<file path="src/sv/rgb_box_blur_unit_assert.svh">
// ----------------------------------------------------------------------------
// RGB box blur assertion macros
// Clocked property checks, empty when the design is synthesised.
// ----------------------------------------------------------------------------
`ifndef RGB_BOX_BLUR_UNIT_ASSERT_SVH
`define RGB_BOX_BLUR_UNIT_ASSERT_SVH
`ifndef SYNTHESIS
`define RBB_ASSERT(label, prop) \
  label: assert property (@(posedge clk) disable iff (!rst_n) prop) \
    else $error("rgb box blur check failed");
`define RBB_ASSERT_ALWAYS(label, prop) \
  label: assert property (@(posedge clk) prop) \
    else $error("rgb box blur check failed");
`else
`define RBB_ASSERT(label, prop)
`define RBB_ASSERT_ALWAYS(label, prop)
`endif
`endif

</file>
<file path="src/sv/rbb_pkg.sv">
// ----------------------------------------------------------------------------
// RGB box blur package
// Shared widths, register indices, job type and the divider step.
// ----------------------------------------------------------------------------
package rbb_pkg;

  localparam int MAX_WIDTH  = 1024;
  localparam int MAX_RADIUS = 15;
  localparam int COL_W      = 10;
  localparam int ROW_W      = 16;
  localparam int RING_W     = 5;
  localparam int ADDR_W     = RING_W + COL_W;
  localparam int PIX_W      = 24;
  localparam int SUM_W      = 18;
  localparam int CNT_W      = 10;
  localparam int STEP_W     = 5;

  localparam logic [1:0] CFG_RADIUS = 2'd0;
  localparam logic [1:0] CFG_WIDTH  = 2'd1;
  localparam logic [1:0] CFG_HEIGHT = 2'd2;

  localparam logic OP_PIXEL = 1'b0;

  typedef struct packed {
    logic [ROW_W-1:0] r0;
    logic [ROW_W-1:0] r1;
    logic [COL_W-1:0] c0;
    logic [COL_W-1:0] c1;
    logic             last;
  } job_t;

  typedef struct packed {
    logic [CNT_W-1:0] rem;
    logic [SUM_W-1:0] quo;
  } div_t;

  // One restoring division step: the quotient bit shifts in from the right.
  function automatic div_t div_step(div_t cur, logic [CNT_W-1:0] d);
    logic [CNT_W:0] sh;
    div_t           res;
    sh = {cur.rem, cur.quo[SUM_W-1]};
    res.quo = {cur.quo[SUM_W-2:0], 1'b0};
    if (sh >= {1'b0, d}) begin
      sh = sh - {1'b0, d};
      res.quo[0] = 1'b1;
    end
    res.rem = sh[CNT_W-1:0];
    return res;
  endfunction

endpackage

</file>
<file path="src/sv/rbb_back.sv">
// ----------------------------------------------------------------------------
// RGB box blur back end
// Sums one window from the line store, divides serially, holds the result.
// ----------------------------------------------------------------------------
module rbb_back
  import rbb_pkg::*;
(
  input  logic              clk,
  input  logic              rst_n,
  input  logic              job_valid,
  input  job_t              job,
  output logic              job_pop,
  output logic              busy,
  output logic [ADDR_W-1:0] mem_raddr,
  input  logic [PIX_W-1:0]  mem_rdata,
  output logic              out_valid,
  input  logic              out_ready,
  output logic [7:0]        out_red_out,
  output logic [7:0]        out_green_out,
  output logic [7:0]        out_blue_out,
  output logic              out_frame_end
);

  typedef enum logic [1:0] {S_IDLE, S_READ, S_DIV, S_DONE} state_t;

  state_t           state_r;
  job_t             job_r;
  logic [ROW_W-1:0] row_r;
  logic [COL_W-1:0] col_r;
  logic             issue_done_r, rd_vld_r;
  logic [CNT_W-1:0] n_r;
  logic [STEP_W-1:0] step_r;
  div_t             dv_r [3];
  logic             out_valid_r, frame_end_r;
  logic [7:0]       res_r [3];

  assign job_pop       = (state_r == S_IDLE) && job_valid;
  assign busy          = (state_r == S_READ);
  assign mem_raddr     = {row_r[RING_W-1:0], col_r};
  assign out_valid     = out_valid_r;
  assign out_red_out   = res_r[0];
  assign out_green_out = res_r[1];
  assign out_blue_out  = res_r[2];
  assign out_frame_end = frame_end_r;

  always_ff @(posedge clk) begin
    if (!rst_n) begin
      state_r     <= S_IDLE;
      rd_vld_r    <= 1'b0;
      out_valid_r <= 1'b0;
    end else begin
      // In the done state the output register is either empty, being
      // emptied, or still holding; in every case it ends up full.
      if (state_r == S_DONE) begin
        out_valid_r <= 1'b1;
      end else if (out_ready) begin
        out_valid_r <= 1'b0;
      end
      unique case (state_r)
        S_IDLE: begin
          if (job_valid) begin
            job_r        <= job;
            row_r        <= job.r0;
            col_r        <= job.c0;
            issue_done_r <= 1'b0;
            n_r          <= '0;
            for (int i = 0; i < 3; i++) begin
              dv_r[i] <= '0;
            end
            state_r <= S_READ;
          end
        end
        S_READ: begin
          rd_vld_r <= !issue_done_r;
          if (!issue_done_r) begin
            if (col_r == job_r.c1) begin
              col_r <= job_r.c0;
              if (row_r == job_r.r1) begin
                issue_done_r <= 1'b1;
              end else begin
                row_r <= row_r + ROW_W'(1);
              end
            end else begin
              col_r <= col_r + COL_W'(1);
            end
          end
          if (rd_vld_r) begin
            n_r <= n_r + CNT_W'(1);
            for (int i = 0; i < 3; i++) begin
              dv_r[i].quo <= dv_r[i].quo + SUM_W'(mem_rdata[PIX_W-1-8*i -: 8]);
            end
          end
          // The last read has landed once issuing is over and nothing is
          // left in the read register.
          if (issue_done_r && !rd_vld_r) begin
            step_r  <= '0;
            state_r <= S_DIV;
          end
        end
        S_DIV: begin
          for (int i = 0; i < 3; i++) begin
            dv_r[i] <= div_step(dv_r[i], n_r);
          end
          step_r <= step_r + STEP_W'(1);
          if (step_r == STEP_W'(SUM_W - 1)) begin
            state_r <= S_DONE;
          end
        end
        S_DONE: begin
          if (!out_valid_r || out_ready) begin
            for (int i = 0; i < 3; i++) begin
              res_r[i] <= dv_r[i].quo[7:0];
            end
            frame_end_r <= job_r.last;
            state_r     <= S_IDLE;
          end
        end
        default: state_r <= S_IDLE;
      endcase
    end
  end

endmodule

</file>
<file path="config.mk">
export PLATFORM = sky130hd
export DESIGN_NAME = rbb_back
export DESIGN_NICKNAME = d
export VERILOG_FILES = /design/src/sv/rgb_box_blur_unit_assert.svh /design/src/sv/rbb_pkg.sv /design/src/sv/rbb_back.sv
export SDC_FILE = /design/constraint.sdc
export NUM_CORES = 1
export LEC_CHECK = 0
export BUFFER_PORTS_ARGS = -buffer_cell sky130_fd_sc_hd__buf_2
export CAP_MARGIN = 30
export CORE_ASPECT_RATIO = 0.6
export CORE_UTILIZATION = 64
export CTS_CLUSTER_SIZE = 30
export DETAILED_ROUTE_END_ITERATION = 16
export PLACE_DENSITY_LB_ADDON = 0.12
export SLEW_MARGIN = 0
export SYNTH_ARGS = -nofsm -noshare
export SYNTH_HDL_FRONTEND = slang
export SYNTH_SLANG_ARGS = --single-unit
</file>
<file path="constraint.sdc">
create_clock -name clk -period 8.89 [get_ports clk]
set_input_delay 0.889 -clock clk [delete_from_list [all_inputs] [get_ports clk]]
set_output_delay 0.889 -clock clk [all_outputs]
set_load 0.01 [all_outputs]
</file>
==> impl_metrics.toml, run 1 <==
[outcome]
status = "complete, no violations"

[place]
io_buffers = 123
hpwlAfterDp_um = 17900
globalplace.congestion = 0.925

[synth]
synth-compound-area-share_pct = 13.4
synth_xor_area_share_pct = 8.93
synth_cell_types = 72
yosys.area_share.simple_pct = 15.2
avgSynthCellArea_um2 = 11.1
synth_nets = 1172
ys_warn_count = 0
synth_flop_cell = "edfxtp_1"
synth.top_cell.area_share_pct = 49.6
ys_ff_latch = 192
ys_top_cells_by_area = "edfxtp_1 (50%), ha_1 (6.9%), xor2_1 (4.9%)"
synth.largest_area_cell = "edfxtp_1"
synth.most_common_cell = "edfxtp_1"
synth_edf_count = 188
syn_inst = 1022
synthMuxAreaShare_pct = 1.77
synth_top_family_by_area = "simple AND/OR/NAND/NOR gates"
synthArstFlopShare_pct = 0
ys_seq_area_share_pct = 50.3
synthesis.area_um2 = 11400
synthAdderAreaFrac_pct = 7.99
synth_common_cells = "edfxtp_1 (188), nand2_1 (87), nor2_1 (85)"

[global_route]
grt_max_degree = 65
grt_first_pass_wirelength_um = 42700
grt_pass1_vias = 8103
track_usage_pct = 29.8
grt_overflow = 0
grt_antenna_before_repair = 0

[worst_setup_path]
crit_arrival_ns = 3.30
end_kind = "register"
critical_path.cell_chain = "inv_1 -> ha_1 -> nor2b_4 -> o2111ai_1 -> a311oi_2 -> o31ai_4 -> mux2i_1 -> nor2_1"
crit_type = "reg -> reg"
worst_setup_path_start_kind = "register"
critPathSlowestCell = "o31ai_4"
required_ns = 9.08
slowest_delay_ns = 0.82
worstPathMaxFanout = 18

[sta]
max_freq_ghz = 0.322
tightest_slew_ns = 0.976
rsz0062_at_grt = "false"
period_minus_slack_ns = 3.11
finalHoldViolCount = 0
max-slew-margin-rel_pct = 34.9
slew_violations = 0
finalCritPeriodShare_pct = 35.0
fin_skew_ns = 0.0131
tns_ns = 0
setup_viol = 0

[cts]
post_cts_buffers = 0
cts-buffers-inserted = 17
tritoncts = "built"
clock-root-buffer = "clkbuf_16"
cts.htree.levels = 4
clkTransAtPathRegs_ns = 0.08
postCtsResizedCells = 0
clk_latency_ns = 0.45
cts.sinks = 192
hold_buffers = 0
cts_buffer_depth = 2

[die]
io_pins = 124
die_area_um2 = 18300
core-area_um2 = 17300
initial_core_util_pct = 65.9
chipHeight_um = 105
die_w_um = 174
rows = 37

[power_and_ir_drop]
p_per_area_nw_per_um2 = 289
finalPower_mw = 3.70
ir_drop_v = 0.000183
pwr-share-seq_pct = 39.6
combPwrFrac_pct = 38.7
p_clk_share_pct = 21.7
switching_share_pct = 39.1
p_leak_nw = 4.79
p_int_mw = 2.25
p_switching_mw = 1.45

[detailed_routing]
wl_per_cell_um = 18.9
drtPass1Iterations = 5
drt_iter0_markers = 829
viasPerCell = 6.15
num_vias = 8543
wirelength_um = 26300
ant_nets = 0
route.detailed.drc = 0

[final_layout]
layout-drive-gt1-share_pct = 18.6
num-nets-final = 1292
nFillCells = 1200
syn2layout_area_growth_pct = 12.8
n_antenna_cell = 0

[job]
cap_violations = 0

[hold_path]
holdCritPathClass = "reg -> reg"
cell usage in the layout, fill, tap and decap left out, drive strengths merged, types with 13 or more instances in the layout:
cell type	netlist	final
a21oi	63	63
nor3	15	15
buf	15	134
nor2b	13	13
nand2	87	87
nor2	86	86
and2	16	16
inv	30	38
o31ai	16	16
o21ai	62	62
xnor2	52	52
ha	63	63
xor2	64	64
nand4	13	13
edfxtp	188	188
nand3	60	60
clkbuf	18	17
and3	15	15
sequential cells by signal (all words and copies together), names as in the netlist:
| signal | flops |
|---|---|
| dv_r | 84 |
| res_r | 24 |
| job_r | 37 |
| n_r | 10 |
| state_r | 2 |
| col_r | 10 |
| step_r | 5 |
| out_valid | 1 |
| out_frame_end | 1 |
| row_r | 16 |
| issue_done_r | 1 |
| rd_vld_r | 1 |
power groups by stage:
stage,Clock (mW),Combinational [mW],Sequential [mW]
after floorplan,0,1.08,1.43
after global placement,0,1.35,1.47
after detailed placement,0,1.39,1.48
after CTS,0.804,1.42,1.46
after global routing,0.842,1.58,1.49
final,0.803,1.43,1.47
critical path, delay by kind of cell (launching register included):
kind | cells | cell delay [ns]
buffers and inverters | 1 | 0.30
and+or+nand+nor | 2 | 0.19
DFF | 1 | 0.41
adders and majority gates | 1 | 0.32
muxes | 1 | 0.27
AOI/OAI and AO/OA | 3 | 1.38
final cells by class:
| type | count | area [um^2] | area share (%) |
|---|---|---|---|
| timing repair buffer | 134 | 698 | 5.44 |
| multi-input combinational | 767 | 5380 | 42.0 |
| sequential | 192 | 5730 | 44.6 |
| clock buffer | 17 | 425 | 3.32 |
| tap | 234 | 293 | 2.28 |
| clock inverter | 15 | 189 | 1.47 |
| inverter | 30 | 113 | 0.878 |
per-layer routing:
layer / share of wire, % / GRT usage, %
met1: 47 / 45.1
met3: 7.3 / 5.95
met4: 1.5 / 7.46
met5: 0 / 0
met2: 45 / 44.1
path summary, 6_finish.rpt:
| check | from | endpoint | slack (ns) | cells past startpoint |
|---|---|---|---|---|
| worst max-delay path | n_r[1]$_SDFFCE_PN0P_ | dv_r[0][52]$_DFFE_PP_ | 5.78 | 8 |
| worst max register to register | n_r[1]$_SDFFCE_PN0P_ | dv_r[0][52]$_DFFE_PP_ | 5.78 | 8 |
| worst min-delay path | job_r[0]$_DFFE_PP_ | out_frame_end$_DFFE_PP_ | 0.42 | 0 |
| worst min register to register | job_r[0]$_DFFE_PP_ | out_frame_end$_DFFE_PP_ | 0.42 | 0 |
stage by stage:
stage,hold slack [ns],instance area [um^2],std cells,utilization [%],worst slack (ns)
2_1_floorplan,0.400,11400,1022,-,5.07
3_3_place_gp,0.402,12200,1355,70.6,5.58
3_5_place_dp,0.419,12200,1357,70.7,5.56
4_1_cts,0.425,12800,1389,74.3,5.81
5_1_grt,0.448,12800,1389,74.3,5.54
6_report,0.424,12800,1389,74.3,5.78
cells by family after synthesis:
family	Yosys count
compound gates	221
xor+xnor	116
fa+ha+maj	69
buf+inv	63
flops	192
mux	19
simple gates	342
No activity file was read; power rests on OpenSTA's default activity.
==> run 2, diff against run 1 <==
CORE_UTILIZATION = 54   (was 64)
clock period = 2.6 ns   (was 8.89 ns; I/O delays follow)
==> impl_metrics.toml, run 2 (synthesized netlist as in run 1, its figures left out) <==
[hold_path]
holdCritPathClass = "in -> reg"

[place]
place_ws_ns = 0.0881
io_buffers = 123
hpwlAfterDp_um = 18900
globalplace.congestion = 0.917

[cts]
cts_buffer_depth = 2
cts.htree.levels = 4
clk_latency_ns = 0.45
cts-buffers-inserted = 17
clkTransAtPathRegs_ns = 0.08
tritoncts = "built"
clock-root-buffer = "clkbuf_16"
cts.sinks = 192

[worst_setup_path]
crit_arrival_ns = 2.68
critPathSlowestCell = "fa_1"
worstPathMaxFanout = 9
slowest_delay_ns = 0.43
cpMostUsedCell = "o21ai_1"
end_kind = "register"
crit_type = "reg -> reg"
critical_path.cell_chain = "ha_1 -> fa_1 -> a21oi_2 -> o21ai_1 -> o41ai_4 -> buf_4 -> o21ai_1 -> a32o_1"
critPathBufInv = 1
required_ns = 2.80
worst_setup_path_start_kind = "register"
critPathTopFamily = "compound AO/OA/AOI/OAI gates"

[power_and_ir_drop]
pwr-share-seq_pct = 38.5
p_leak_nw = 5.05
ir_drop_v = 0.000601
finalPower_mw = 12.9
p_int_mw = 8.07
p_switching_mw = 4.86
combPwrFrac_pct = 40.3
switching_share_pct = 37.6
p_clk_share_pct = 21.1
p_per_area_nw_per_um2 = 960

[detailed_routing]
wl_per_cell_um = 18.0
drtPass1Iterations = 5
highest-signal-layer = "met4"
route.detailed.drc = 0
num_vias = 8476
ant_nets = 0
wl_met2_um = 11100
viasPerCell = 5.70
wl_met3_um = 1620
wl_met1_um = 13800
wirelength_um = 26800
drt_iter0_markers = 713

[sta]
slew_violations = 0
finalCritPeriodShare_pct = 95.3
worst_slack_ns = 0.121
finalHoldViolCount = 0
max-slew-margin-rel_pct = 65.4
fin_skew_ns = 0.0167
setup_viol = 0
tightest_slew_ns = 0.519
tns_ns = 0
period_minus_slack_ns = 2.48
rsz0062_at_grt = "false"
max_freq_ghz = 0.403

[outcome]
status = "complete, no violations"

[final_layout]
num-nets-final = 1350
utilization_pct = 66.2
syn2layout_area_growth_pct = 18.3
n_antenna_cell = 0
layout-drive-gt1-share_pct = 19.9
final_cell_mix = "edfxtp_1 (188), buf_2 (123), nand2_1 (86)"
reg_top3 = "dv_r (84), job_r (37), res_r (24)"
layout_commonest_cell = "edfxtp_1"
top_register = "dv_r"
largest_reg_flops = 84

[die]
core-area_um2 = 20300
die_area_um2 = 21700
rows = 40
initial_core_util_pct = 56.0
die_w_um = 189
io_pins = 124
chipHeight_um = 114

[global_route]
grt_antenna_before_repair = 0
track_usage_pct = 25.4
grt_overflow = 0
grt_first_pass_wirelength_um = 42300
grt_pass1_vias = 7759
grt_max_degree = 64

[job]
cap_violations = 0
==> run 2: timing repair <==
item                                    CTS  global route
gates resized for setup                   0             6
endpoints found under the hold margin    32             1
setup buffers                             0             3
hold buffers                             32             1
endpoints found under the setup margin    0            19
==> run 2: cell type report <==
cell class,count,area (um^2)
Sequential cell,192,5730
Fill cell,1640,6860
Tap cell,273,342
Clock inverter,12,155
Clock buffer,20,437
Multi-Input combinational cell,767,5420
Timing Repair Buffer,192,1270
Inverter,30,113
==> run 2: worst reg2reg max path: stages, from the launching register on <==
cell	delay, ns
edfxtp_1	0.39
ha_1	0.24
fa_1	0.43
a21oi_2	0.20
o21ai_1	0.14
o41ai_4	0.33
buf_4	0.21
o21ai_1	0.09
a32o_1	0.21
==> run 2: metal layers <==
layer,up-vias,track usage (%)
met4,0,4.68
met3,18,4.32
li1,4144,-
met1,4061,40.5
met5,-,0
met2,253,35.9
==> run 2: worst paths after layout <==
path	startpoint	end	slack, ns	depth (start not counted)
worst max register to register	dv_r[0][28]$_DFFE_PP_	dv_r[0][42]$_DFFE_PP_	0.12	8
worst max-delay path	dv_r[0][28]$_DFFE_PP_	dv_r[0][42]$_DFFE_PP_	0.12	8
worst min register to register	job_r[0]$_DFFE_PP_	out_frame_end$_DFFE_PP_	0.44	0
worst min-delay path	job[28]	job_r[28]$_DFFE_PP_	0.01	1
==> run 2: through the flow <==
step / instance area [um^2] / hold slack [ns] / cells
floorplan: 11400 / 0.359 / 1022
global placement: 12500 / 0.407 / 1418
detailed placement: 12500 / 0.425 / 1418
CTS: 13400 / 0.00141 / 1482
global route: 13500 / 0.000922 / 1486
finish: 13500 / 0.0126 / 1486
==> run 2: power groups by stage <==
stage	clock network [mW]	logic, mW	registers (mW)
after floorplan	0	3.72	4.89
after global placement	0	5.00	5.01
after detailed placement	0	5.03	5.03
after CTS	2.76	5.12	4.97
after global routing	2.87	5.75	5.06
final	2.73	5.21	4.98
==> run 3, diff against run 2 <==
SETUP_SLACK_MARGIN = 0.2   (was unset)
==> impl_metrics.toml, run 3 (synthesized netlist as in run 1, its figures left out) <==
[global_route]
grt_first_pass_wirelength_um = 41500
track_usage_pct = 24.7
grt_overflow = 0
grt_antenna_before_repair = 0
grt_max_degree = 64
grt_pass1_vias = 7840

[detailed_routing]
num_vias = 8552
route.detailed.drc = 0
ant_nets = 0
wirelength_um = 25900
wl_per_cell_um = 17.2
viasPerCell = 5.69
drtPass1Iterations = 7
drt_iter0_markers = 626

[final_layout]
syn2layout_area_growth_pct = 20.5
num-nets-final = 1367
layout-drive-gt1-share_pct = 23.4
n_antenna_cell = 0
reg_top3 = "dv_r (84), job_r (37), res_r (24)"
utilization_pct = 67.4
largest_reg_flops = 84
layout_commonest_cell = "edfxtp_1"
top_register = "dv_r"
fin_area_um2 = 13700
final_cell_mix = "edfxtp_1 (188), buf_2 (123), nand2_1 (85)"

[die]
io_pins = 124
chipHeight_um = 114
die_w_um = 189
core-area_um2 = 20300
initial_core_util_pct = 56.0
die_area_um2 = 21700
rows = 40

[worst_setup_path]
r2r_cells = 10
crit_arrival_ns = 2.61
r2r-end = "dv_r[0][22]$_DFFE_PP_"
r2r_start = "n_r[5]$_SDFFCE_PN0P_"
required_ns = 2.85
worst_setup_path_start_kind = "register"
crit_type = "reg -> reg"
end_kind = "register"
worstPathMaxFanout = 7
rrSetupSlack_ns = 0.24

[power_and_ir_drop]
pwr-share-seq_pct = 38.4
p_leak_nw = 5.11
p_per_area_nw_per_um2 = 948
ir_drop_v = 0.000545
switching_share_pct = 38.6
combPwrFrac_pct = 42.0
p_switching_mw = 5.01
p_clk_share_pct = 19.6
finalPower_mw = 13.0
p_int_mw = 7.97

[hold_path]
hold_path_startpoint = "job[38]"
holdCritPathClass = "in -> reg"
holdPathStages = 2
hold_end = "row_r[1]$_DFFE_PP_"

[sta]
max_freq_ghz = 0.424
tns_ns = 0
tightest_slew_ns = 0.550
setup_viol = 0
finalCritPeriodShare_pct = 90.8
slew_violations = 0
fin_skew_ns = 0.00831
rsz0062_at_grt = "true"
finalHoldViolCount = 0
period_minus_slack_ns = 2.36
whs_ns = 0.118
max-slew-margin-rel_pct = 63.3

[cts]
clk_latency_ns = 0.44
tritoncts = "built"
cts_buffer_depth = 2
cts.htree.levels = 4
clock-root-buffer = "clkbuf_16"
cts-buffers-inserted = 17
clkTransAtPathRegs_ns = 0.07
cts.sinks = 192

[job]
cap_violations = 0

[place]
globalplace.congestion = 0.905
dpl_cell_area_um2 = 12500
hpwlAfterDp_um = 17900
io_buffers = 123

[outcome]
status = "complete, no violations"
[run 3: metal layers]
layer	GRT usage (%)	share of wire, %	up-vias	routed length (um)
li1	-	-	4180	-
met1	39.2	51	4073	13200
met2	34.0	41	284	10700
met3	5.55	6.9	15	1770
met4	4.84	0.70	0	182
met5	0	0	-	0
[run 3: repair_timing]
| item | in CTS | in global routing |
|---|---|---|
| endpoints found under the setup margin | 23 | 71 |
| resized for setup | 5 | 37 |
| pin swaps | 2 | 8 |
| hold endpoints to repair | 37 | 0 |
| gates cloned | 1 | 0 |
| hold buffers | 37 | 0 |
| buffers inserted | 4 | 15 |
[run 3: power by group through the flow]
stage,Clock [mW],Combinational (mW),Sequential (mW)
2_1_floorplan,0,3.72,4.88
3_3_place_gp,0,4.94,5.03
3_5_place_dp,0,5.00,5.04
4_1_cts,2.58,5.14,4.98
5_1_grt,2.70,6.00,5.08
6_report,2.54,5.45,4.99
[run 3: metrics by stage]
stage | worst slack [ns] | instances
2_1_floorplan | 0.212 | 1022
3_3_place_gp | 0.161 | 1413
3_5_place_dp | 0.120 | 1414
4_1_cts | 0.182 | 1488
5_1_grt | 0.153 | 1503
6_report | 0.240 | 1503
[run 3: worst max path at each step]
stage / startpoint / to / slack (ns)
final: n_r[5]$_SDFFCE_PN0P_ / dv_r[0][22]$_DFFE_PP_ / 0.24
after global routing: n_r[5]$_SDFFCE_PN0P_ / dv_r[0][21]$_DFFE_PP_ / 0.15
after CTS: n_r[5]$_SDFFCE_PN0P_ / dv_r[0][21]$_DFFE_PP_ / 0.18
after detailed placement: dv_r[0][28]$_DFFE_PP_ / dv_r[0][42]$_DFFE_PP_ / 0.12
after global placement: n_r[1]$_SDFFCE_PN0P_ / dv_r[0][54]$_DFFE_PP_ / 0.16
after floorplan: state_r[0]$_SDFFE_PN0P_ / dv_r[0][18]$_DFFE_PP_ / 0.21
[run 3: area by class of cell]
cell class | count | area, um^2
Fill cell | 1620 | 6620
Sequential cell | 192 | 5730
Multi-Input combinational cell | 767 | 5550
Timing Repair Buffer | 209 | 1420
Clock buffer | 17 | 425
Tap cell | 273 | 342
Clock inverter | 15 | 128
Inverter | 30 | 115
[run 3: critical path: stages (launching register included)]
cell      delay (ns)
edfxtp_1        0.43
inv_2           0.14
ha_2            0.33
o21a_1          0.18
nor2_1          0.17
nor2_2          0.11
a211oi_4        0.27
buf_4           0.20
buf_4           0.14
o211ai_1        0.10
o41ai_1         0.09
