**src/sv/rgb_box_blur_unit_assert.svh**
```systemverilog
// ----------------------------------------------------------------------------
// RGB box blur assertion macros
// Clocked property checks, empty when the design is synthesised.
// ----------------------------------------------------------------------------
`ifndef RGB_BOX_BLUR_UNIT_ASSERT_SVH
`define RGB_BOX_BLUR_UNIT_ASSERT_SVH
`ifndef SYNTHESIS
`define RBB_ASSERT(label, prop) \
  label: assert property (@(posedge clk) disable iff (!rst_n) prop) \
    else $error("rgb box blur check failed");
`define RBB_ASSERT_ALWAYS(label, prop) \
  label: assert property (@(posedge clk) prop) \
    else $error("rgb box blur check failed");
`else
`define RBB_ASSERT(label, prop)
`define RBB_ASSERT_ALWAYS(label, prop)
`endif
`endif

```
**src/sv/rbb_pkg.sv**
```systemverilog
// ----------------------------------------------------------------------------
// RGB box blur package
// Shared widths, register indices, job type and the divider step.
// ----------------------------------------------------------------------------
package rbb_pkg;

  localparam int MAX_WIDTH  = 1024;
  localparam int MAX_RADIUS = 15;
  localparam int COL_W      = 10;
  localparam int ROW_W      = 16;
  localparam int RING_W     = 5;
  localparam int ADDR_W     = RING_W + COL_W;
  localparam int PIX_W      = 24;
  localparam int SUM_W      = 18;
  localparam int CNT_W      = 10;
  localparam int STEP_W     = 5;

  localparam logic [1:0] CFG_RADIUS = 2'd0;
  localparam logic [1:0] CFG_WIDTH  = 2'd1;
  localparam logic [1:0] CFG_HEIGHT = 2'd2;

  localparam logic OP_PIXEL = 1'b0;

  typedef struct packed {
    logic [ROW_W-1:0] r0;
    logic [ROW_W-1:0] r1;
    logic [COL_W-1:0] c0;
    logic [COL_W-1:0] c1;
    logic             last;
  } job_t;

  typedef struct packed {
    logic [CNT_W-1:0] rem;
    logic [SUM_W-1:0] quo;
  } div_t;

  // One restoring division step: the quotient bit shifts in from the right.
  function automatic div_t div_step(div_t cur, logic [CNT_W-1:0] d);
    logic [CNT_W:0] sh;
    div_t           res;
    sh = {cur.rem, cur.quo[SUM_W-1]};
    res.quo = {cur.quo[SUM_W-2:0], 1'b0};
    if (sh >= {1'b0, d}) begin
      sh = sh - {1'b0, d};
      res.quo[0] = 1'b1;
    end
    res.rem = sh[CNT_W-1:0];
    return res;
  endfunction

endpackage

```
**src/sv/rbb_front.sv**
```systemverilog
// ----------------------------------------------------------------------------
// RGB box blur front end
// Stores pixels, tracks positions, and queues one averaging job per output.
// ----------------------------------------------------------------------------
module rbb_front
  import rbb_pkg::*;
(
  input  logic             clk,
  input  logic             rst_n,
  input  logic             in_valid,
  output logic             in_ready,
  input  logic             in_opcode,
  input  logic [7:0]       in_red_in,
  input  logic [7:0]       in_green_in,
  input  logic [7:0]       in_blue_in,
  input  logic             cfg_valid,
  output logic             cfg_ready,
  input  logic [1:0]       cfg_index,
  input  logic [15:0]      cfg_data,
  input  logic             back_busy,
  input  logic             job_pop,
  output logic             job_valid,
  output job_t             job,
  output logic             mem_we,
  output logic [ADDR_W-1:0] mem_waddr,
  output logic [PIX_W-1:0] mem_wdata
);

  logic [3:0]       radius_r;
  logic [10:0]      width_r;
  logic [15:0]      height_r;
  logic [COL_W-1:0] in_col_r, in_col_nxt;
  logic [ROW_W-1:0] in_row_r, in_row_nxt;
  logic [COL_W-1:0] out_col_r;
  logic [ROW_W-1:0] out_row_r;
  job_t             q_r [2];
  logic             wr_ptr_r, rd_ptr_r;
  logic [1:0]       cnt_r;

  logic [3:0]       eff_r;
  logic [10:0]      eff_w;
  logic [15:0]      eff_h;
  logic [ROW_W:0]   row_sum;
  logic [COL_W:0]   col_sum, col_inc, ocol_inc;
  logic [ROW_W-1:0] need_row, h_m1;
  logic [COL_W-1:0] need_col, w_m1;
  logic             accept, store, ready_out, push;
  job_t             job_new;

  assign eff_r = radius_r;
  assign eff_w = (width_r == 11'd0) ? 11'd1 :
                 (width_r > 11'(MAX_WIDTH)) ? 11'(MAX_WIDTH) : width_r;
  assign eff_h = (height_r == 16'd0) ? 16'd1 : height_r;
  assign h_m1  = eff_h - 16'd1;
  assign w_m1  = COL_W'(eff_w - 11'd1);

  // Only take a request when no job is queued and the back end is not
  // reading, so the ring is never overwritten under a window still being read.
  assign in_ready  = (cnt_r == 2'd0) && !back_busy;
  assign cfg_ready = 1'b1;
  assign accept    = in_valid && in_ready;
  assign store     = (in_opcode == OP_PIXEL) && (in_row_r < eff_h);

  assign mem_we    = accept && store;
  assign mem_waddr = {in_row_r[RING_W-1:0], in_col_r};
  assign mem_wdata = {in_red_in, in_green_in, in_blue_in};

  assign col_inc = {1'b0, in_col_r} + (COL_W+1)'(1);

  always_comb begin
    in_col_nxt = in_col_r;
    in_row_nxt = in_row_r;
    if (store) begin
      if (col_inc >= eff_w) begin
        in_col_nxt = '0;
        in_row_nxt = in_row_r + ROW_W'(1);
      end else begin
        in_col_nxt = col_inc[COL_W-1:0];
      end
    end
  end

  assign row_sum  = {1'b0, out_row_r} + (ROW_W+1)'(eff_r);
  assign col_sum  = {1'b0, out_col_r} + (COL_W+1)'(eff_r);
  assign need_row = (row_sum > {1'b0, h_m1}) ? h_m1 : row_sum[ROW_W-1:0];
  assign need_col = (col_sum > {1'b0, w_m1}) ? w_m1 : col_sum[COL_W-1:0];
  assign ready_out = (in_row_nxt > need_row) ||
                     ((in_row_nxt == need_row) && (in_col_nxt > need_col));

  assign job_new.r0   = (out_row_r >= ROW_W'(eff_r)) ? out_row_r - ROW_W'(eff_r) : '0;
  assign job_new.r1   = need_row;
  assign job_new.c0   = (out_col_r >= COL_W'(eff_r)) ? out_col_r - COL_W'(eff_r) : '0;
  assign job_new.c1   = need_col;
  assign job_new.last = (out_row_r == h_m1) && (out_col_r == w_m1);
  assign push         = accept && ready_out;
  assign ocol_inc     = {1'b0, out_col_r} + (COL_W+1)'(1);

  assign job_valid = (cnt_r != 2'd0);
  assign job       = q_r[rd_ptr_r];

  always_ff @(posedge clk) begin
    if (!rst_n) begin
      radius_r  <= 4'd3;
      width_r   <= 11'd1024;
      height_r  <= 16'd768;
      in_col_r  <= '0;
      in_row_r  <= '0;
      out_col_r <= '0;
      out_row_r <= '0;
      wr_ptr_r  <= 1'b0;
      rd_ptr_r  <= 1'b0;
      cnt_r     <= 2'd0;
    end else begin
      if (cfg_valid) begin
        case (cfg_index)
          CFG_RADIUS: radius_r <= cfg_data[3:0];
          CFG_WIDTH:  width_r  <= cfg_data[10:0];
          CFG_HEIGHT: height_r <= cfg_data;
          default:    ;
        endcase
        if (cfg_index == CFG_RADIUS || cfg_index == CFG_WIDTH ||
            cfg_index == CFG_HEIGHT) begin
          in_col_r  <= '0;
          in_row_r  <= '0;
          out_col_r <= '0;
          out_row_r <= '0;
        end
      end else if (accept) begin
        in_col_r <= in_col_nxt;
        in_row_r <= in_row_nxt;
        if (ready_out) begin
          if (job_new.last) begin
            in_col_r  <= '0;
            in_row_r  <= '0;
            out_col_r <= '0;
            out_row_r <= '0;
          end else if (ocol_inc >= eff_w) begin
            out_col_r <= '0;
            out_row_r <= out_row_r + ROW_W'(1);
          end else begin
            out_col_r <= ocol_inc[COL_W-1:0];
          end
        end
      end
      if (push) begin
        q_r[wr_ptr_r] <= job_new;
        wr_ptr_r      <= !wr_ptr_r;
      end
      if (job_pop) begin
        rd_ptr_r <= !rd_ptr_r;
      end
      cnt_r <= cnt_r + 2'(push) - 2'(job_pop);
    end
  end

endmodule

```
**config.mk**
```make
export PLATFORM = sky130hd
export DESIGN_NAME = rbb_front
export DESIGN_NICKNAME = d
export VERILOG_FILES = /design/src/sv/rgb_box_blur_unit_assert.svh /design/src/sv/rbb_pkg.sv /design/src/sv/rbb_front.sv
export SDC_FILE = /design/constraint.sdc
export NUM_CORES = 1
export LEC_CHECK = 0
export ABC_AREA = 1
export BUFFER_PORTS_ARGS = -buffer_cell sky130_fd_sc_hd__clkbuf_2
export CORE_ASPECT_RATIO = 0.75
export CORE_MARGIN = 2
export CORE_UTILIZATION = 55
export CTS_CLUSTER_SIZE = 8
export DETAILED_ROUTE_END_ITERATION = 12
export PLACE_DENSITY = 0.74
export SYNTH_ARGS = -nofsm -noshare
export SYNTH_HDL_FRONTEND = slang
export SYNTH_SLANG_ARGS = --single-unit
```
**constraint.sdc**
```tcl
create_clock -name clk -period 13.47 [get_ports clk]
set_input_delay 2.694 -clock clk [delete_from_list [all_inputs] [get_ports clk]]
set_output_delay 2.694 -clock clk [all_outputs]
set_load 0.01 [all_outputs]
```
==> results of run 1 <==
## area by class of cell
type / instances / area share [%]
inverter: 236 / 5.81
clock inverter: 15 / 1.05
tap: 338 / 2.77
multi-input combinational: 1339 / 51.7
clock buffer: 17 / 2.79
sequential: 194 / 32.4
timing repair buffer: 102 / 3.46
## per-layer routing
metal	global-route usage, %	vias up	share of wire (%)
met5	0	-	0
met1	47.1	6050	47
met2	43.8	636	41
met4	6.32	0	1.3
li1	-	6233	-
met3	5.86	45	11
## power groups by stage
stage | clock network, mW | registers, mW | logic (mW)
5_1_grt | 0.548 | 0.672 | 0.436
3_3_place_gp | 0 | 0.683 | 0.376
3_5_place_dp | 0 | 0.683 | 0.381
2_1_floorplan | 0 | 0.677 | 0.284
6_report | 0.520 | 0.670 | 0.393
4_1_cts | 0.527 | 0.670 | 0.386
## worst min path at each step
stage	endpoint	startpoint	slack [ns]	depth (start not counted)
finish	cnt_r[1]$_SDFF_PN0_	cnt_r[1]$_SDFF_PN0_	0.46	1
global route	cnt_r[1]$_SDFF_PN0_	cnt_r[1]$_SDFF_PN0_	0.49	1
CTS	cnt_r[1]$_SDFF_PN0_	cnt_r[1]$_SDFF_PN0_	0.46	1
detailed placement	cnt_r[1]$_SDFF_PN0_	cnt_r[1]$_SDFF_PN0_	0.44	1
global placement	cnt_r[1]$_SDFF_PN0_	cnt_r[1]$_SDFF_PN0_	0.44	1
floorplan	cnt_r[1]$_SDFF_PN0_	cnt_r[1]$_SDFF_PN0_	0.41	1
## registers in the layout, indices dropped and copies added (netlist names), named ones only
register	cells
cnt_r	2
eff_r	4
height_r	16
in_col_r	10
in_row_r	16
out_col_r	10
out_row_r	16
q_r	106
rd_ptr_r	1
width_r	11
wr_ptr_r	1
## stage by stage
step / power, mW / hold WS [ns]
after floorplan: 0.961 / 0.415
after global placement: 1.06 / 0.435
after detailed placement: 1.06 / 0.445
after CTS: 1.58 / 0.459
after global routing: 1.66 / 0.487
final: 1.58 / 0.460
## cell usage in the layout (no fill, tap or decap), types with 53 or more instances in the layout
cell	instances
a21oi_1	129
clkbuf_2	95
dfxtp_1	87
edfxtp_1	106
ha_1	113
inv_1	226
mux2_2	53
nand2_1	392
nand3_1	130
nor2_1	162
o21ai_0	101
xor2_1	67
## critical path: cells and delay by family, from the launching register on
family,cells,cell delay [ns]
buf+inv,7,1.58
flops,1,0.66
fa+ha+maj,2,0.68
compound gates,7,1.25
simple gates,10,2.29
xor+xnor,1,0.36
## logic make-up (layout without fill, tap and decap cells)
| logic type | after synthesis | in the layout | share of synthesized area (%) |
|---|---|---|---|
| AOI/OAI and AO/OA | 275 | 275 | 10.5 |
| xor gates and xnor gates | 76 | 76 | 4.73 |
| adders and majority gates | 117 | 117 | 10.5 |
| buffers and inverters | 329 | 370 | 9.96 |
| DFF | 194 | 194 | 34.7 |
| muxes | 54 | 54 | 4.26 |
| other | 1 | 1 | 0.0264 |
| and+or+nand+nor | 816 | 816 | 25.3 |
==> results.py, run 1 <==
metrics = {
    "status": {
        "status": "finished, final reports clean",
    },
    "pwr": {
        "share_clk_of_total_power_pct": 32.8,
        "static-leakage-power_nw": 7.01,
        "max-vdd-ir-drop_uv": 92.3,
        "p_int_mw": 1.05,
        "power_frac_seq_pct": 42.3,
        "p_sw_share_pct": 33.9,
        "power-per-cell-area_nw_per_um2": 104,
        "switching_power_mw": 0.536,
        "power_share_of_the_combinational_group_pct": 24.8,
    },
    "global_routing": {
        "overflow": 0,
        "antenna_found_initial": 0,
        "grt_pass1_wl_mm": 64.1,
        "grtUsageTotal_pct": 30.5,
        "largest_net_degree_at_the_start_of_global_routing": 54,
        "vias_in_the_first_global_route": 11500,
    },
    "clock_tree": {
        "clk_path_buf_depth": 2,
        "h-tree-depth": 4,
        "clock_net_sink_count": 194,
        "cts_tree": "yes",
        "cts_hold_buffers": 0,
        "post_cts_setup_buffer_count": 0,
        "worstSkewPairLatency_ns": 0.46,
        "clk_root_buffer_cell": "clkbuf_16",
        "cts-buffers-inserted": 17,
        "clk_transition_reported_paths_ns": 0.07,
        "cts_repair_resize_count": 0,
    },
    "hold_path": {
        "min-delay-path-class": "reg -> reg",
    },
    "sta": {
        "timing.final.ws_setup_ns": 6.19,
        "final-max-slew-violation-count": 0,
        "fin_crit_sh_pct": 54.0,
        "finalSetupTns_ns": 0,
        "worst_slew_pin_slew_ns": 1.07,
        "finalSetupViolCount": 0,
        "minimum_clock_period_after_layout_ns": 7.28,
        "clock.fmax_mhz": 137,
        "slew_headroom_pct": 28.7,
        "skew_ns": 0.0157,
        "unrepaired_setup_endpoints_after_global_routing": "no",
        "final_hold_viol_count": 0,
    },
    "logic_synthesis": {
        "synth.most_common_cell": "nand2_1",
        "ys_top_cells_by_area": "edfxtp_1 (22%), dfxtp_1 (12%), nand2_1 (10%)",
        "synth_top_area_share_pct": 22.4,
        "synth_fp_nets": 2028,
        "post_synth_instance_area_um2": 14200,
        "distinct_cells_synth": 58,
        "synth-edff-count": 106,
        "synth_area_per_cell_um2": 7.64,
        "ys_async_sr_fraction_pct": 0,
        "synth_common_cells": "nand2_1 (392), inv_1 (226), nor2_1 (163)",
        "yosys_register_bits": 194,
        "gate_count_of_the_mapped_netlist": 1862,
        "yosys_warnings": 0,
        "synth-seq-area-share_pct": 34.7,
        "ys.flop_type": "edfxtp_1",
        "synth_top_area_cell": "edfxtp_1",
    },
    "route": {
        "drt_iter0_markers": 1494,
        "final_routed_wire_length_divided_by_cell_count_um": 18.4,
        "final_antenna_net_count": 0,
        "vias_per_cell": 5.78,
        "vias": 13000,
        "drt_wl_total_mm": 41.3,
        "remaining_drc_errors": 0,
        "drt_pass1_iterations": 8,
    },
    "critical_path": {
        "worst_ep_arrival_time_ns": 7.36,
        "cp-end-kind": "flop",
        "path_common_cell": "inv_1",
        "cp_data_required_time_ns": 13.55,
        "reg2regPathDepth": 27,
        "timing.critical_path.from_type": "flop",
        "critPathMaxStageDelay_ns": 0.66,
        "slowest_stage": "dfxtp_1",
        "reg2reg_slack_ns": 6.19,
        "rr_startpoint": "out_row_r[6]$_SDFFE_PN0P_",
        "path_max_fanout": 53,
        "setup.worst_path.class": "reg -> reg",
        "endpoint": "q_r[1][52]$_DFFE_PP_",
        "crit-reg2reg-capture": "q_r[1][52]$_DFFE_PP_",
        "critPathLaunch": "out_row_r[6]$_SDFFE_PN0P_",
    },
    "cells_and_area": {
        "antenna_cells": 0,
        "nets": 2056,
        "utilization_pct": 60.5,
        "multi_input_area_um2": 7880,
        "finalInstanceArea_um2": 15200,
        "num-fill-cells": 2343,
        "final_layout_size_suffix_gt1_share_pct": 12.4,
        "flow.area_growth_from_synthesis_pct": 7.16,
        "stdcell_count": 2241,
        "sequential_cell_area_um2": 4950,
    },
    "flow_run": {
        "max_cap_viol_count": 0,
    },
    "floorplan": {
        "io_pins": 145,
        "design.die.area_um2": 27200,
        "dieHeight_um": 143,
        "floorplan.initialDensity_pct": 56.4,
        "core_area_um2": 25200,
        "die_extent_in_x_um": 190,
        "number_of_cell_rows": 50,
    },
    "placement": {
        "place_congestion": 0.995,
        "detailed_place.area_um2": 14700,
        "pre_cts_slack_ns": 6.40,
        "placed_cells_incl_taps": 2209,
        "detailedPlacementHpwl_mm": 31.1,
        "port_buffers": 95,
    },
}
Note: power is estimated with default switching activity, not from simulation.
==> run 2, diff against run 1 <==
clock period = 6.8 ns   (was 13.47 ns; I/O delays follow)
==> run 2 against run 1 <==
  * First-iteration DRC count grew 4.1%
  * Cell count grew 1.6%
  * Sequential share of layout area shrank 0.71 points
  * Combinational power grew 110%
  * Core utilization grew 1.4 points
  * Critical path depth grew 8
  * Sequential cell count is the same
  * Die area is the same
  * Largest cell class unchanged
  * Sequential power grew 97%
  * Final area grew 2.2%
  * Non-clock buffer count grew 34
==> results.py, run 2 (synthesis gave the netlist of run 1 again) <==
metrics = {
    "status": {
        "status": "finished, final reports clean",
    },
    "sta": {
        "finalSetupTns_ns": 0,
        "clock.fmax_mhz": 160,
        "unrepaired_setup_endpoints_after_global_routing": "no",
        "worst_slew_pin_slew_ns": 1.12,
        "fin_crit_sh_pct": 91.7,
        "skew_ns": 0.0165,
        "final-max-slew-violation-count": 0,
        "finalSetupViolCount": 0,
        "minimum_clock_period_after_layout_ns": 6.23,
        "slew_headroom_pct": 25.5,
        "final_hold_viol_count": 0,
    },
    "cells_and_area": {
        "finalInstanceArea_um2": 15600,
        "utilization_pct": 61.8,
        "largest_reg_flops": 106,
        "nets": 2091,
        "largest-register": "q_r",
        "mostFrequentLayoutCell": "nand2_1",
        "num-fill-cells": 2255,
        "stdcell_count": 2276,
        "flow.area_growth_from_synthesis_pct": 9.56,
        "highest_count_cells_in_the_layout_ignoring_fill_and_taps": "nand2_1 (391), inv_1 (225), nor2_1 (162), nand3_1 (129), a21oi_1 (128)",
        "final_layout_size_suffix_gt1_share_pct": 14.2,
    },
    "floorplan": {
        "die_extent_in_x_um": 190,
        "dieHeight_um": 143,
        "io_pins": 145,
        "core_area_um2": 25200,
        "number_of_cell_rows": 50,
        "floorplan.initialDensity_pct": 56.4,
        "design.die.area_um2": 27200,
    },
    "critical_path": {
        "setup.worst_path.class": "reg -> reg",
        "cp-end-kind": "flop",
        "critPathLaunch": "eff_r[2]$_SDFFE_PN0P_",
        "cp_num_buf_inv": 9,
        "path_common_cell": "nand2_1",
        "rr_startpoint": "eff_r[2]$_SDFFE_PN0P_",
        "critPathMaxStageDelay_ns": 0.36,
        "reg2reg_slack_ns": 0.57,
        "timing.critical_path.from_type": "flop",
        "cp_data_required_time_ns": 7.16,
        "path_max_fanout": 12,
        "slowest_stage": "dfxtp_1",
        "worst_ep_arrival_time_ns": 6.60,
        "crit_family": "compound AO/OA/AOI/OAI gates",
    },
    "clock_tree": {
        "cts_tree": "yes",
        "clk_transition_reported_paths_ns": 0.07,
        "cts-buffers-inserted": 17,
        "clock_net_sink_count": 194,
        "h-tree-depth": 4,
        "worstSkewPairLatency_ns": 0.45,
        "clk_root_buffer_cell": "clkbuf_16",
        "clk_path_buf_depth": 2,
    },
    "global_routing": {
        "overflow": 0,
        "largest_net_degree_at_the_start_of_global_routing": 54,
        "antenna_found_initial": 1,
        "grt_pass1_wl_mm": 64.1,
        "grtUsageTotal_pct": 30.8,
        "vias_in_the_first_global_route": 11600,
    },
    "placement": {
        "detailedPlacementHpwl_mm": 31.2,
        "place_congestion": 1.02,
        "placed_cells_incl_taps": 2237,
        "detailed_place.area_um2": 14900,
        "port_buffers": 95,
    },
    "pwr": {
        "power-per-cell-area_nw_per_um2": 206,
        "max-vdd-ir-drop_uv": 174,
        "static-leakage-power_nw": 7.19,
    },
    "route": {
        "vias_per_cell": 5.72,
        "drt_iter0_markers": 1556,
        "remaining_drc_errors": 0,
        "vias": 13000,
        "drt_wl_total_mm": 41.3,
        "final_routed_wire_length_divided_by_cell_count_um": 18.2,
        "final_antenna_net_count": 0,
        "drt_pass1_iterations": 6,
    },
    "flow_run": {
        "max_cap_viol_count": 0,
    },
    "hold_path": {
        "min-delay-path-class": "reg -> reg",
        "timing.hold.worst.start": "cnt_r[1]$_SDFF_PN0_",
    },
}
[run 2: power breakdown]
part,internal [mW],switching [mW],leakage [nW]
combinational,0.283,0.538,5.18
sequential,1.30,0.0282,1.72
clock,0.585,0.476,0.286
total,2.16,1.04,7.19
[run 2: path summary, 6_finish.rpt]
kind | endpoint | depth (start not counted)
worst min register to register | cnt_r[1]$_SDFF_PN0_ | 1
worst max register to register | out_col_r[2]$_SDFFE_PN0P_ | 35
worst max-delay path | out_col_r[2]$_SDFFE_PN0P_ | 35
worst min-delay path | cnt_r[1]$_SDFF_PN0_ | 1
[run 2: cell type report]
class | count | area [µm²] | area share, %
Antenna cell | 1 | 2.50 | 0.0161
Clock buffer | 18 | 429 | 2.75
Clock inverter | 13 | 173 | 1.11
Inverter | 236 | 890 | 5.71
Multi-Input combinational cell | 1339 | 7900 | 50.7
Sequential cell | 194 | 4950 | 31.7
Tap cell | 338 | 423 | 2.71
Timing Repair Buffer | 136 | 818 | 5.25
Timing Repair inverter | 1 | 7.51 | 0.0482
[run 2: what timing repair did]
action,4_1_cts,5_1_grt
hold buffers,0,0
resized for setup,0,13
setup buffers,0,6
endpoints found under the setup margin,0,134
endpoints found under the hold margin,0,0
[run 2: metal layers]
metal	share of wire [%]	track usage (%)	routed length [µm]	vias to the layer above
met1	47	46.7	19500	6063
met5	0	0	0	-
li1	-	-	-	6300
met4	1.5	6.85	631	0
met2	41	45.0	17000	610
met3	10	6.52	4180	49
[run 2: metrics by stage]
step / setup WS (ns) / hold WS, ns / power (mW)
global route: 0.00889 / 0.497 / 3.35
global placement: 0.624 / 0.446 / 2.12
floorplan: 0.645 / 0.415 / 1.90
finish: 0.567 / 0.461 / 3.20
detailed placement: 0.579 / 0.441 / 2.13
CTS: 0.545 / 0.458 / 3.18
==> run 3, diff against run 2 <==
CELL_PAD_IN_SITES_DETAIL_PLACEMENT = 1   (was unset)
CELL_PAD_IN_SITES_GLOBAL_PLACEMENT = 1   (was unset)
CORE_MARGIN = 1.5   (was 2)
CORE_UTILIZATION = 45   (was 55)
PLACE_DENSITY = 0.81   (was 0.74)
==> run 3 against run 2 <==
  * Clock power hardly changed
  * Worst setup slack got worse by 0.070 ns
  * Worst hold slack improved by 0.0025 ns
  * Sequential share of layout area shrank 0.15 points
  * Clock-buffer cell count did not move
  * Sequential power about the same
  * Global-route usage shrank 1.4 points
  * Critical path type unchanged
  * Critical endpoint is now out_row_r[12]$_SDFFE_PN0P_
  * Largest power group unchanged
==> results.py, run 3 (synthesis gave the netlist of run 1 again) <==
metrics = {
    "sta": {
        "clock.fmax_mhz": 159,
        "skew_ns": 0.0112,
        "fin_crit_sh_pct": 92.7,
        "finalSetupViolCount": 0,
        "minimum_clock_period_after_layout_ns": 6.30,
        "final-max-slew-violation-count": 0,
        "slew_headroom_pct": 23.9,
        "timing.final.ws_setup_ns": 0.497,
        "final_hold_viol_count": 0,
        "worst_slew_pin_slew_ns": 1.14,
    },
    "cells_and_area": {
        "largest_reg_flops": 106,
        "sequential_cell_area_um2": 4950,
        "num-fill-cells": 3938,
        "nets": 2089,
        "stdcell_count": 2342,
        "flow.area_growth_from_synthesis_pct": 10.1,
        "highest_count_cells_in_the_layout_ignoring_fill_and_taps": "nand2_1 (391), inv_1 (225), nor2_1 (162), nand3_1 (129), a21oi_1 (128)",
        "largest-register": "q_r",
        "antenna_cells": 0,
        "multi_input_area_um2": 7910,
        "final_layout_size_suffix_gt1_share_pct": 14.2,
        "mostFrequentLayoutCell": "nand2_1",
    },
    "clock_tree": {
        "clk_path_buf_depth": 2,
        "clk_root_buffer_cell": "clkbuf_16",
        "cts_hold_buffers": 0,
        "cts_tree": "yes",
        "clk_transition_reported_paths_ns": 0.07,
        "cts-buffers-inserted": 17,
        "worstSkewPairLatency_ns": 0.45,
        "h-tree-depth": 4,
        "clock_net_sink_count": 194,
    },
    "placement": {
        "place_congestion": 0.945,
        "placed_cells_incl_taps": 2309,
        "detailedPlacementHpwl_mm": 37.2,
        "port_buffers": 95,
        "pre_cts_slack_ns": 0.334,
    },
    "critical_path": {
        "critPathMaxStageDelay_ns": 0.47,
        "path_common_cell": "nor2_1",
        "slowest_stage": "dfxtp_1",
        "worst_ep_arrival_time_ns": 6.67,
        "setup.worst_path.class": "reg -> reg",
        "reg2regPathDepth": 37,
        "cp_data_required_time_ns": 7.17,
        "cp-end-kind": "flop",
        "path_max_fanout": 18,
        "timing.critical_path.from_type": "flop",
        "endpoint": "out_row_r[12]$_SDFFE_PN0P_",
        "reg2reg_slack_ns": 0.50,
        "crit-reg2reg-capture": "out_row_r[12]$_SDFFE_PN0P_",
        "rr_startpoint": "height_r[15]$_SDFFE_PN0P_",
        "critPathLaunch": "height_r[15]$_SDFFE_PN0P_",
    },
    "floorplan": {
        "dieHeight_um": 157,
        "floorplan.initialDensity_pct": 45.6,
        "die_extent_in_x_um": 208,
        "number_of_cell_rows": 56,
        "design.die.area_um2": 32700,
        "io_pins": 145,
        "core_area_um2": 31200,
    },
    "global_routing": {
        "grtUsageTotal_pct": 29.5,
        "grt_pass1_wl_mm": 75.0,
        "largest_net_degree_at_the_start_of_global_routing": 54,
        "overflow": 0,
        "antenna_found_initial": 0,
        "vias_in_the_first_global_route": 13200,
    },
    "pwr": {
        "max-vdd-ir-drop_uv": 175,
        "static-leakage-power_nw": 7.19,
        "power-per-cell-area_nw_per_um2": 207,
    },
    "route": {
        "drt_wl_total_mm": 48.1,
        "vias_per_cell": 5.67,
        "remaining_drc_errors": 0,
        "drt_iter0_markers": 924,
        "vias": 13300,
        "final_antenna_net_count": 0,
        "final_routed_wire_length_divided_by_cell_count_um": 20.5,
        "drt_pass1_iterations": 5,
    },
    "status": {
        "status": "finished, final reports clean",
    },
    "hold_path": {
        "timing.hold.worst.start": "cnt_r[1]$_SDFF_PN0_",
        "min-delay-path-class": "reg -> reg",
    },
    "flow_run": {
        "max_cap_viol_count": 0,
    },
}
-- run 3: cell count changes in the layout (fill, tap and decap cells not counted), sizes merged --
cell / delta
clkinvlp: -1
clkinv: +2
diode: -1
buf: -1
inv: -1
-- run 3: how the worst min path moves through the flow --
stage          slack [ns]  cells past startpoint                     to
3_3_place_gp         0.45                      1    cnt_r[1]$_SDFF_PN0_
3_5_place_dp         0.46                      1    cnt_r[1]$_SDFF_PN0_
6_report             0.46                      1    cnt_r[1]$_SDFF_PN0_
4_1_cts              0.47                      1    cnt_r[1]$_SDFF_PN0_
2_1_floorplan        0.41                      1    cnt_r[1]$_SDFF_PN0_
5_1_grt              0.49                      2  wr_ptr_r$_SDFFE_PN0P_
-- run 3: final cells by class --
cell class,count,share of cell area (%)
clock buffer,18,2.74
timing repair buffer,135,5.19
multi-input combinational,1339,50.5
sequential,194,31.6
clock inverter,14,1.13
tap,406,3.24
inverter,236,5.68
-- run 3: what timing repair did --
action                                  in CTS  in global routing
gates resized for setup                      0                 12
endpoints found under the setup margin       0                150
setup buffers                                0                  1
-- run 3: per-stage QoR --
stage / hold WS [ns] / utilization, % / setup TNS (ns) / area, µm² / total power, mW
6_report: 0.464 / 50.3 / 0 / 15700 / 3.25
5_1_grt: 0.492 / 50.3 / -0.00152 / 15700 / 3.39
4_1_cts: 0.465 / 50.2 / 0 / 15600 / 3.24
3_5_place_dp: 0.455 / 48.2 / 0 / 15000 / 2.18
3_3_place_gp: 0.446 / 48.2 / 0 / 15000 / 2.14
2_1_floorplan: 0.415 / - / 0 / 14200 / 1.90
-- run 3: per-layer routing --
layer / up-vias / wire length, µm / global-route usage, %
met2: 400 / 21300 / 46.5
li1: 6284 / - / -
met3: 36 / 3050 / 4.87
met4: 0 / 494 / 5.32
met5: - / 0 / 0
met1: 6556 / 23300 / 42.7
-- run 3: critical path: cells and delay by family, from the launching register on --
family	cells	cell delay, ns
AO/OA/AOI/OAI	8	1.29
buffers and inverters	8	1.29
flip-flops	1	0.47
adder cells (fa/ha/maj)	3	0.91
AND/OR/NAND/NOR	17	1.88
XOR/XNOR	1	0.34
-- run 3: power by group --
part / internal [mW] / switching (mW)
logic: 0.285 / 0.565
clock network: 0.586 / 0.489
registers: 1.30 / 0.0306
